### src/hw/rtl/iair_pkg.sv
// Shared types and constants for the indexed array insert/remove block.
// Used by the front, queue, back and top-level modules; depends on nothing.
package iair_pkg;

   localparam int DEPTH_DEFAULT = 16;

   localparam int OPC_W   = 2;
   localparam int POS_W   = 5;
   localparam int DATA_W  = 32;
   localparam int STAT_W  = 2;
   localparam int COUNT_W = 5;

   localparam logic [OPC_W-1:0] OP_INSERT = 2'd0;
   localparam logic [OPC_W-1:0] OP_REMOVE = 2'd1;
   localparam logic [OPC_W-1:0] OP_READ   = 2'd2;

   localparam logic [STAT_W-1:0] ST_DONE  = 2'd0;
   localparam logic [STAT_W-1:0] ST_RANGE = 2'd1;
   localparam logic [STAT_W-1:0] ST_FULL  = 2'd2;

   typedef enum logic [1:0] {
      ACT_NONE,
      ACT_INSERT,
      ACT_REMOVE,
      ACT_READ
   } action_type;

   // One classified command, passed from the front to the back.
   typedef struct packed {
      action_type               action;
      logic [POS_W-1:0]         position;
      logic signed [DATA_W-1:0] data_value;
      logic [STAT_W-1:0]        status;
      logic [COUNT_W-1:0]       element_count;
   } cmd_type;

endpackage

### src/hw/rtl/iair_front.sv
// Front part: accepts request transactions, checks them against its own copy
// of the element count and emits classified commands. Depends on iair_pkg.
module iair_front #(
   parameter int DEPTH = iair_pkg::DEPTH_DEFAULT
) (
   input  logic                              clock,
   input  logic                              reset,
   input  logic                              req_valid,
   output logic                              req_stall,
   input  logic [iair_pkg::OPC_W-1:0]        req_opcode,
   input  logic [iair_pkg::POS_W-1:0]        req_position,
   input  logic signed [iair_pkg::DATA_W-1:0] req_data_value,
   input  logic                              q_full,
   output logic                              q_push,
   output iair_pkg::cmd_type                 q_cmd
);
   import iair_pkg::*;

   localparam int CNT_W = $clog2(DEPTH + 1);
   localparam int CMP_W = (CNT_W > POS_W) ? CNT_W : POS_W;
   localparam logic [CNT_W-1:0] FULL_COUNT = CNT_W'(DEPTH);

   logic [CNT_W-1:0] count_ff;
   logic [CNT_W-1:0] count_in;
   logic [CMP_W-1:0] pos_cmp;
   logic [CMP_W-1:0] count_cmp;

   assign req_stall = q_full;
   assign q_push    = req_valid && !q_full;
   assign pos_cmp   = CMP_W'(req_position);
   assign count_cmp = CMP_W'(count_ff);

   always_comb begin
      count_in            = count_ff;
      q_cmd.action        = ACT_NONE;
      q_cmd.position      = req_position;
      q_cmd.data_value    = req_data_value;
      q_cmd.status        = ST_DONE;
      case (req_opcode)
         OP_INSERT: begin
            if (pos_cmp > count_cmp) begin
               q_cmd.status = ST_RANGE;
            end else if (count_ff == FULL_COUNT) begin
               q_cmd.status = ST_FULL;
            end else begin
               q_cmd.action = ACT_INSERT;
               count_in     = count_ff + CNT_W'(1);
            end
         end
         OP_REMOVE: begin
            if (pos_cmp >= count_cmp) begin
               q_cmd.status = ST_RANGE;
            end else begin
               q_cmd.action = ACT_REMOVE;
               count_in     = count_ff - CNT_W'(1);
            end
         end
         OP_READ: begin
            if (pos_cmp >= count_cmp) begin
               q_cmd.status = ST_RANGE;
            end else begin
               q_cmd.action = ACT_READ;
            end
         end
         default: begin
            q_cmd.action = ACT_NONE;
         end
      endcase
      q_cmd.element_count = COUNT_W'(count_in);
   end

   always_ff @(posedge clock) begin
      if (reset) begin
         count_ff <= '0;
      end else if (q_push) begin
         count_ff <= count_in;
      end
   end

endmodule

### src/hw/rtl/iair_queue.sv
// Two-entry command queue between the front and back parts.
// Depends on iair_pkg for the command type.
module iair_queue (
   input  logic              clock,
   input  logic              reset,
   input  logic              push,
   input  iair_pkg::cmd_type push_cmd,
   output logic              full,
   output logic              q_valid,
   input  logic              pop,
   output iair_pkg::cmd_type pop_cmd
);
   import iair_pkg::*;

   cmd_type     slot_ff [2];
   logic        wr_ptr_ff;
   logic        rd_ptr_ff;
   logic [1:0]  fill_ff;
   logic [1:0]  fill_in;

   assign full    = (fill_ff == 2'd2);
   assign q_valid = (fill_ff != 2'd0);
   assign pop_cmd = slot_ff[rd_ptr_ff];

   always_comb begin
      fill_in = fill_ff;
      if (push && !pop) begin
         fill_in = fill_ff + 2'd1;
      end else if (pop && !push) begin
         fill_in = fill_ff - 2'd1;
      end
   end

   always_ff @(posedge clock) begin
      if (reset) begin
         wr_ptr_ff <= 1'b0;
         rd_ptr_ff <= 1'b0;
         fill_ff   <= 2'd0;
      end else begin
         if (push) begin
            wr_ptr_ff <= !wr_ptr_ff;
         end
         if (pop) begin
            rd_ptr_ff <= !rd_ptr_ff;
         end
         fill_ff <= fill_in;
      end
   end

   always_ff @(posedge clock) begin
      if (push) begin
         slot_ff[wr_ptr_ff] <= push_cmd;
      end
   end

endmodule

### src/hw/rtl/iair_back.sv
// Back part: holds the packed list as a chain of registers, carries out one
// command per cycle while the response is not stalled and registers the response. Depends on iair_pkg.
module iair_back #(
   parameter int DEPTH = iair_pkg::DEPTH_DEFAULT
) (
   input  logic                               clock,
   input  logic                               reset,
   input  logic                               q_valid,
   input  iair_pkg::cmd_type                  q_cmd,
   output logic                               q_pop,
   output logic                               rsp_valid,
   input  logic                               rsp_stall,
   output logic [iair_pkg::STAT_W-1:0]        rsp_status,
   output logic [iair_pkg::COUNT_W-1:0]       rsp_element_count,
   output logic signed [iair_pkg::DATA_W-1:0] rsp_read_value
);
   import iair_pkg::*;

   localparam int IDX_W = $clog2(DEPTH);
   localparam int CMP_W = (IDX_W > POS_W) ? IDX_W : POS_W;
   // Positions are five bits wide, so only the low entries are ever read out.
   localparam int RD_N  = (DEPTH < 32) ? DEPTH : 32;

   logic signed [DATA_W-1:0]  entries_ff [DEPTH];
   logic [CMP_W-1:0]          pos_cmp;
   logic signed [DATA_W-1:0]  entry_sel;
   logic signed [DATA_W-1:0]  read_in;

   logic                      rsp_valid_ff;
   logic [STAT_W-1:0]         rsp_status_ff;
   logic [COUNT_W-1:0]        rsp_count_ff;
   logic signed [DATA_W-1:0]  rsp_read_ff;

   assign q_pop   = q_valid && (!rsp_valid_ff || !rsp_stall);
   assign pos_cmp = CMP_W'(q_cmd.position);

   for (genvar g = 0; g < DEPTH; g++) begin : g_entry
      localparam logic [CMP_W-1:0] IDX = CMP_W'(g);
      logic signed [DATA_W-1:0] lower;
      logic signed [DATA_W-1:0] upper;
      logic signed [DATA_W-1:0] entry_in;

      if (g > 0) begin : g_lower
         assign lower = entries_ff[g-1];
      end else begin : g_lower_none
         assign lower = entries_ff[g];
      end
      if (g < DEPTH - 1) begin : g_upper
         assign upper = entries_ff[g+1];
      end else begin : g_upper_none
         assign upper = entries_ff[g];
      end

      always_comb begin
         entry_in = entries_ff[g];
         case (q_cmd.action)
            ACT_INSERT: begin
               if (IDX == pos_cmp) begin
                  entry_in = q_cmd.data_value;
               end else if (IDX > pos_cmp) begin
                  entry_in = lower;
               end
            end
            ACT_REMOVE: begin
               if (IDX >= pos_cmp) begin
                  entry_in = upper;
               end
            end
            default: begin
               entry_in = entries_ff[g];
            end
         endcase
      end

      always_ff @(posedge clock) begin
         if (q_pop) begin
            entries_ff[g] <= entry_in;
         end
      end
   end

   always_comb begin
      entry_sel = '0;
      for (int j = 0; j < RD_N; j++) begin
         if (POS_W'(j) == q_cmd.position) begin
            entry_sel = entries_ff[j];
         end
      end
   end

   always_comb begin
      case (q_cmd.action)
         ACT_REMOVE: read_in = entry_sel;
         ACT_READ:   read_in = entry_sel;
         default:    read_in = '0;
      endcase
   end

   always_ff @(posedge clock) begin
      if (reset) begin
         rsp_valid_ff <= 1'b0;
      end else if (q_pop) begin
         rsp_valid_ff <= 1'b1;
      end else if (!rsp_stall) begin
         rsp_valid_ff <= 1'b0;
      end
   end

   always_ff @(posedge clock) begin
      if (q_pop) begin
         rsp_status_ff <= q_cmd.status;
         rsp_count_ff  <= q_cmd.element_count;
         rsp_read_ff   <= read_in;
      end
   end

   assign rsp_valid         = rsp_valid_ff;
   assign rsp_status        = rsp_status_ff;
   assign rsp_element_count = rsp_count_ff;
   assign rsp_read_value    = rsp_read_ff;

endmodule

### src/hw/rtl/indexed_array_insert_remove.sv
// Indexed array with insert, remove and read at a position.
// Top level: joins iair_front, iair_queue and iair_back; uses iair_pkg.
//
// Usage:
//   The request channel (req_*) takes an opcode (insert, remove, read), a
//   position and a value. A transaction is accepted at a rising edge where
//   req_valid is high and req_stall is low. Every request produces exactly
//   one response on the rsp_* channel, in order, carrying a status, the
//   element count after the operation and the removed or read entry.
//   An accepted command is registered in the queue, and the back part then
//   carries it out and registers the response on rsp_*, unless rsp_stall
//   holds it. Throughput is one transaction per cycle while the output is
//   not stalled: the list lives in a chain of registers that shifts together.
//   The front checks positions against its own count and queues commands in
//   a two-entry queue; req_stall rises only when that queue is full.
//   When the receiver holds rsp_stall, the response stays on the outputs,
//   the back part stops taking commands and the queue fills behind it.
//   Synchronous reset empties the list and the queue and drops rsp_valid.
//   Entry contents are not cleared; only entries below the count are read.
module indexed_array_insert_remove #(
   parameter int DEPTH = iair_pkg::DEPTH_DEFAULT
) (
   input  logic                               clock,
   input  logic                               reset,
   input  logic                               req_valid,
   output logic                               req_stall,
   input  logic [iair_pkg::OPC_W-1:0]         req_opcode,
   input  logic [iair_pkg::POS_W-1:0]         req_position,
   input  logic signed [iair_pkg::DATA_W-1:0] req_data_value,
   output logic                               rsp_valid,
   input  logic                               rsp_stall,
   output logic [iair_pkg::STAT_W-1:0]        rsp_status,
   output logic [iair_pkg::COUNT_W-1:0]       rsp_element_count,
   output logic signed [iair_pkg::DATA_W-1:0] rsp_read_value
);
   import iair_pkg::*;

   logic    q_full;
   logic    q_push;
   logic    q_valid;
   logic    q_pop;
   cmd_type push_cmd;
   cmd_type pop_cmd;

   iair_front #(
      .DEPTH (DEPTH)
   ) u_front (
      .clock          (clock),
      .reset          (reset),
      .req_valid      (req_valid),
      .req_stall      (req_stall),
      .req_opcode     (req_opcode),
      .req_position   (req_position),
      .req_data_value (req_data_value),
      .q_full         (q_full),
      .q_push         (q_push),
      .q_cmd          (push_cmd)
   );

   iair_queue u_queue (
      .clock    (clock),
      .reset    (reset),
      .push     (q_push),
      .push_cmd (push_cmd),
      .full     (q_full),
      .q_valid  (q_valid),
      .pop      (q_pop),
      .pop_cmd  (pop_cmd)
   );

   iair_back #(
      .DEPTH (DEPTH)
   ) u_back (
      .clock             (clock),
      .reset             (reset),
      .q_valid           (q_valid),
      .q_cmd             (pop_cmd),
      .q_pop             (q_pop),
      .rsp_valid         (rsp_valid),
      .rsp_stall         (rsp_stall),
      .rsp_status        (rsp_status),
      .rsp_element_count (rsp_element_count),
      .rsp_read_value    (rsp_read_value)
   );

`ifndef NO_ASSERTIONS
   // A full-list rejection can only happen when the count equals the depth.
   a_full_count: assert property (@(posedge clock) disable iff (reset)
      rsp_valid && (rsp_status == ST_FULL) |-> rsp_element_count == COUNT_W'(DEPTH))
      else $error("full status reported with a count below the depth");

   // A rejected transaction never returns entry data.
   a_error_zero: assert property (@(posedge clock) disable iff (reset)
      rsp_valid && (rsp_status != ST_DONE) |-> rsp_read_value == '0)
      else $error("error response carries a nonzero read value");

   // Nothing is in flight right after reset.
   a_reset_idle: assert property (@(posedge clock)
      reset |=> !rsp_valid && !q_valid)
      else $error("response or queued command survived reset");
`endif

endmodule

### config.mk
export PLATFORM = sky130hd
export DESIGN_NAME = indexed_array_insert_remove
export DESIGN_NICKNAME = d
export VERILOG_FILES = /design/src/hw/rtl/iair_pkg.sv /design/src/hw/rtl/iair_front.sv /design/src/hw/rtl/iair_queue.sv /design/src/hw/rtl/iair_back.sv /design/src/hw/rtl/indexed_array_insert_remove.sv
export SDC_FILE = /design/constraint.sdc
export NUM_CORES = 2
export LEC_CHECK = 0
export BUFFER_PORTS_ARGS = -buffer_cell sky130_fd_sc_hd__buf_2
export CAP_MARGIN = 20
export CORE_MARGIN = 2
export CORE_UTILIZATION = 47
export CTS_CLUSTER_DIAMETER = 150
export DETAILED_ROUTE_END_ITERATION = 16
export PLACE_DENSITY = 0.72
export SETUP_SLACK_MARGIN = 0.02
export SLEW_MARGIN = 30
export SYNTH_ARGS = -nofsm -noshare
export SYNTH_HDL_FRONTEND = slang
export SYNTH_SLANG_ARGS = --single-unit
### constraint.sdc
create_clock -name clock -period 6.85 [get_ports clock]
set_input_delay 1.37 -clock clock [delete_from_list [all_inputs] [get_ports clock]]
set_output_delay 1.37 -clock clock [all_outputs]
set_load 0.02 [all_outputs]
==> flow_metrics.py <==
metrics = {
    "status": {
        "status": "finished, final reports clean",
    },
    "finish": {
        "fin_area_sq_um": 39700,
        "layout_common_cells": "722 x nand2_1, 689 x o21ai_0, 643 x edfxtp_1",
        "utilization_pct": 52.6,
        "nets": 3909,
        "layout-drive-gt1-share_pct": 9.74,
        "n_fill_cell": 6741,
        "diodes": 0,
        "layout_commonest_cell": "nand2_1",
        "synthToLayoutAreaGrowth_pct": 11.1,
    },
    "cts": {
        "cts_buffer_depth": 3,
        "cts_resized": 0,
        "worstSkewPairLatency_ns": 0.65,
        "cts_tree": "done",
        "postCtsSetupRepairBufs": 0,
        "cts_hold_buf": 0,
        "clkTransAtPathRegs_ns": 0.06,
        "clkSinkCount": 654,
        "htreeDepth": 3,
        "cts_root_buf": "clkbuf_16",
        "cts_buffers": 74,
    },
    "yosys": {
        "synth_cell_types": 82,
        "syn_inst": 3920,
        "synth_top_area_share_pct": 54.0,
        "synthXorXnorAreaFrac_pct": 0.122,
        "yosysTopAreaCell": "edfxtp_1",
        "async_flop_share_pct": 0,
        "yosys.area_share.simple_pct": 14.3,
        "muxShareOfSynthArea_pct": 3.05,
        "avgSynthCellArea_sq_um": 9.12,
        "synth_nets": 3977,
        "ys_seq_area_share_pct": 54.6,
        "synth_area_leaders": "edfxtp_1 54%, o21ai_0 9.7%, nand2_1 7.6%",
        "synth_top_family_by_area": "compound AO/OA/AOI/OAI gates",
        "synth_flop_cell": "edfxtp_1",
        "yosys_warnings": 0,
        "synth_edf_count": 643,
        "ys_ff_latch": 654,
        "synth_compound_area_share_pct": 22.8,
        "synthAdderAreaFrac_pct": 0.490,
        "mappedNetlistArea_sq_um": 35800,
    },
    "sta": {
        "hold_viol_final": 0,
        "fin_crit_ns": 4.46,
        "slew_headroom_pct": 31.0,
        "rsz0062_at_grt": "false",
        "finalClockSkew_ns": 0.0230,
        "fin_crit_sh_pct": 65.2,
        "fin_setup_tns_ns": 0,
        "worst_pin_slew_ns": 1.01,
        "fmax_mhz": 224,
        "setup_viol": 0,
        "drv_slew": 0,
        "fin_ws_ns": 2.39,
    },
    "run": {
        "cap_violations": 0,
    },
    "floorplanning": {
        "io_pins": 84,
        "rows": 101,
        "die_h_microns": 280,
        "die_w_microns": 280,
        "initial_core_util_pct": 47.3,
        "dieArea_sq_um": 78300,
        "core_sq_um": 75600,
    },
    "route": {
        "drt-total-wl_mm": 118,
        "dr.first_iter.drc_count": 4966,
        "wl_per_cell_microns": 24.1,
        "ant_nets": 0,
        "num_vias": 31327,
        "via_per_inst": 6.41,
        "remaining_drc_errors": 0,
        "dr.pass1.iters": 7,
    },
    "global_route": {
        "grt_max_degree": 284,
        "grt_pass1_vias": 28926,
        "grt_util_met2_pct": 45.9,
        "antenna_found_initial": 2,
        "grt_overflow": 0,
        "grtUsageMet3_pct": 5.00,
        "met1_usage_pct": 38.7,
        "grt.busiest_layer": "met2",
        "gr-usage-all-layers_pct": 29.2,
        "grt_pass1_wl_mm": 175,
    },
    "pwr": {
        "finalPower_uw": 17800,
        "p_leak_uw": 0.0133,
        "ir_worst_vdd_mv": 0.378,
        "p_per_area_nw_per_um2": 449,
    },
    "min_path": {
        "min_path_type": "reg -> reg",
        "min_delay_path_depth": 2,
    },
    "setup_path": {
        "required_ns": 7.27,
        "crit_path_end_kind": "flip-flop",
        "crit_chain": "mux2_2 > nand2_1 > nor2_2 > buf_4 > a2111oi_0 > a221oi_1 > a211oi_1 > o32ai_1",
        "path_class": "reg -> reg",
        "cp_max_fo": 24,
        "reg2regPathDepth": 8,
        "startpoint_type": "flip-flop",
        "arrival_ns": 4.88,
        "max_stage_delay_ns": 0.72,
        "regToRegSetupSlack_ns": 2.39,
        "critPathSlowestCell": "nand2_1",
    },
    "placement": {
        "portBuffers": 83,
        "dp.final_hpwl_mm": 74.3,
        "place.gp.congestion": 0.928,
        "postPlaceCellArea_sq_um": 37300,
        "dp_slack_ns": 2.50,
    },
}
## metal layers
| metal | share of wire (%) | vias to the layer above |
|---|---|---|
| met5 | 0.021 | - |
| met4 | 5.7 | 4 |
| met3 | 10 | 410 |
| met2 | 46 | 2079 |
| met1 | 38 | 14771 |
| li1 | - | 14063 |
## power by group
part / total (uW) / switching (uW) / internal (uW)
clock network: 3930 / 1720 / 2200
logic: 6740 / 4780 / 1960
registers: 7180 / 848 / 6330
total: 17800 / 7350 / 10500
## registers in the layout, indices dropped and copies added (netlist names), named ones only
name / count
u_back.entries_ff: 512
u_queue.slot_ff: 92
u_back.rsp_read_value: 32
u_back.rsp_element_count: 5
u_front.count_cmp: 5
u_back.rsp_status: 2
u_queue.fill_ff: 2
u_back.rsp_valid: 1
u_queue.rd_ptr_ff: 1
u_queue.wr_ptr_ff: 1
## metrics by stage
step	cells	hold WS (ns)
floorplan	3920	0.472
global placement	4746	0.464
detailed placement	4749	0.476
CTS	4884	0.487
global route	4889	0.519
finish	4889	0.487
## critical path: cells and delay by family, from the launching register on
kind	cells	cell delay, ns
mux	1	0.66
buf+inv	1	0.47
compound gates	4	1.05
simple gates	2	1.40
flops	1	0.62
## area by class of cell
class | instances | area (sq um) | area share (%)
clock buffer | 94 | 1940 | 4.88
clock inverter | 41 | 364 | 0.917
inverter | 51 | 191 | 0.482
multi-input combinational | 2875 | 15000 | 37.7
sequential | 654 | 19500 | 49.2
tap | 978 | 1220 | 3.08
timing repair buffer | 196 | 1470 | 3.71
## cells by family (layout without fill, tap and decap cells)
group,after synthesis,after routing
compound gates,1467,1467
xor+xnor,5,5
fa+ha+maj,14,14
buf+inv,391,382
flops,654,654
mux,106,106
simple gates,1283,1283
## final timing paths
| check | start | end |
|---|---|---|
| worst max-delay path | u_queue.slot_ff[1][40] | u_back.rsp_read_value[17] |
| worst min-delay path | u_back.rsp_valid | u_back.rsp_valid |
| worst max register to register | u_queue.slot_ff[1][40] | u_back.rsp_read_value[17] |
| worst min register to register | u_back.rsp_valid | u_back.rsp_valid |
## synthesized netlist by cell type (7+ instances only)
| library cell | count |
|---|---|
| a2111oi_0 | 8 |
| a211oi_1 | 19 |
| a21oi_1 | 505 |
| a221o_1 | 8 |
| a221oi_1 | 24 |
| a22o_1 | 8 |
| a22oi_1 | 27 |
| a2bb2oi_1 | 8 |
| a31oi_1 | 23 |
| and3_1 | 10 |
| buf_1 | 25 |
| buf_2 | 95 |
| buf_4 | 9 |
| clkbuf_1 | 209 |
| dfxtp_1 | 11 |
| edfxtp_1 | 643 |
| ha_1 | 14 |
| inv_1 | 51 |
| mux2_2 | 9 |
| mux2i_1 | 95 |
| nand2_1 | 728 |
| nand3_1 | 23 |
| nor2_1 | 439 |
| nor3_1 | 25 |
| nor4_1 | 7 |
| o211ai_1 | 10 |
| o21a_1 | 10 |
| o21ai_0 | 690 |
| o21ai_1 | 7 |
| o221ai_1 | 18 |
| o22ai_1 | 38 |
No activity file was read; power rests on OpenSTA's default activity.
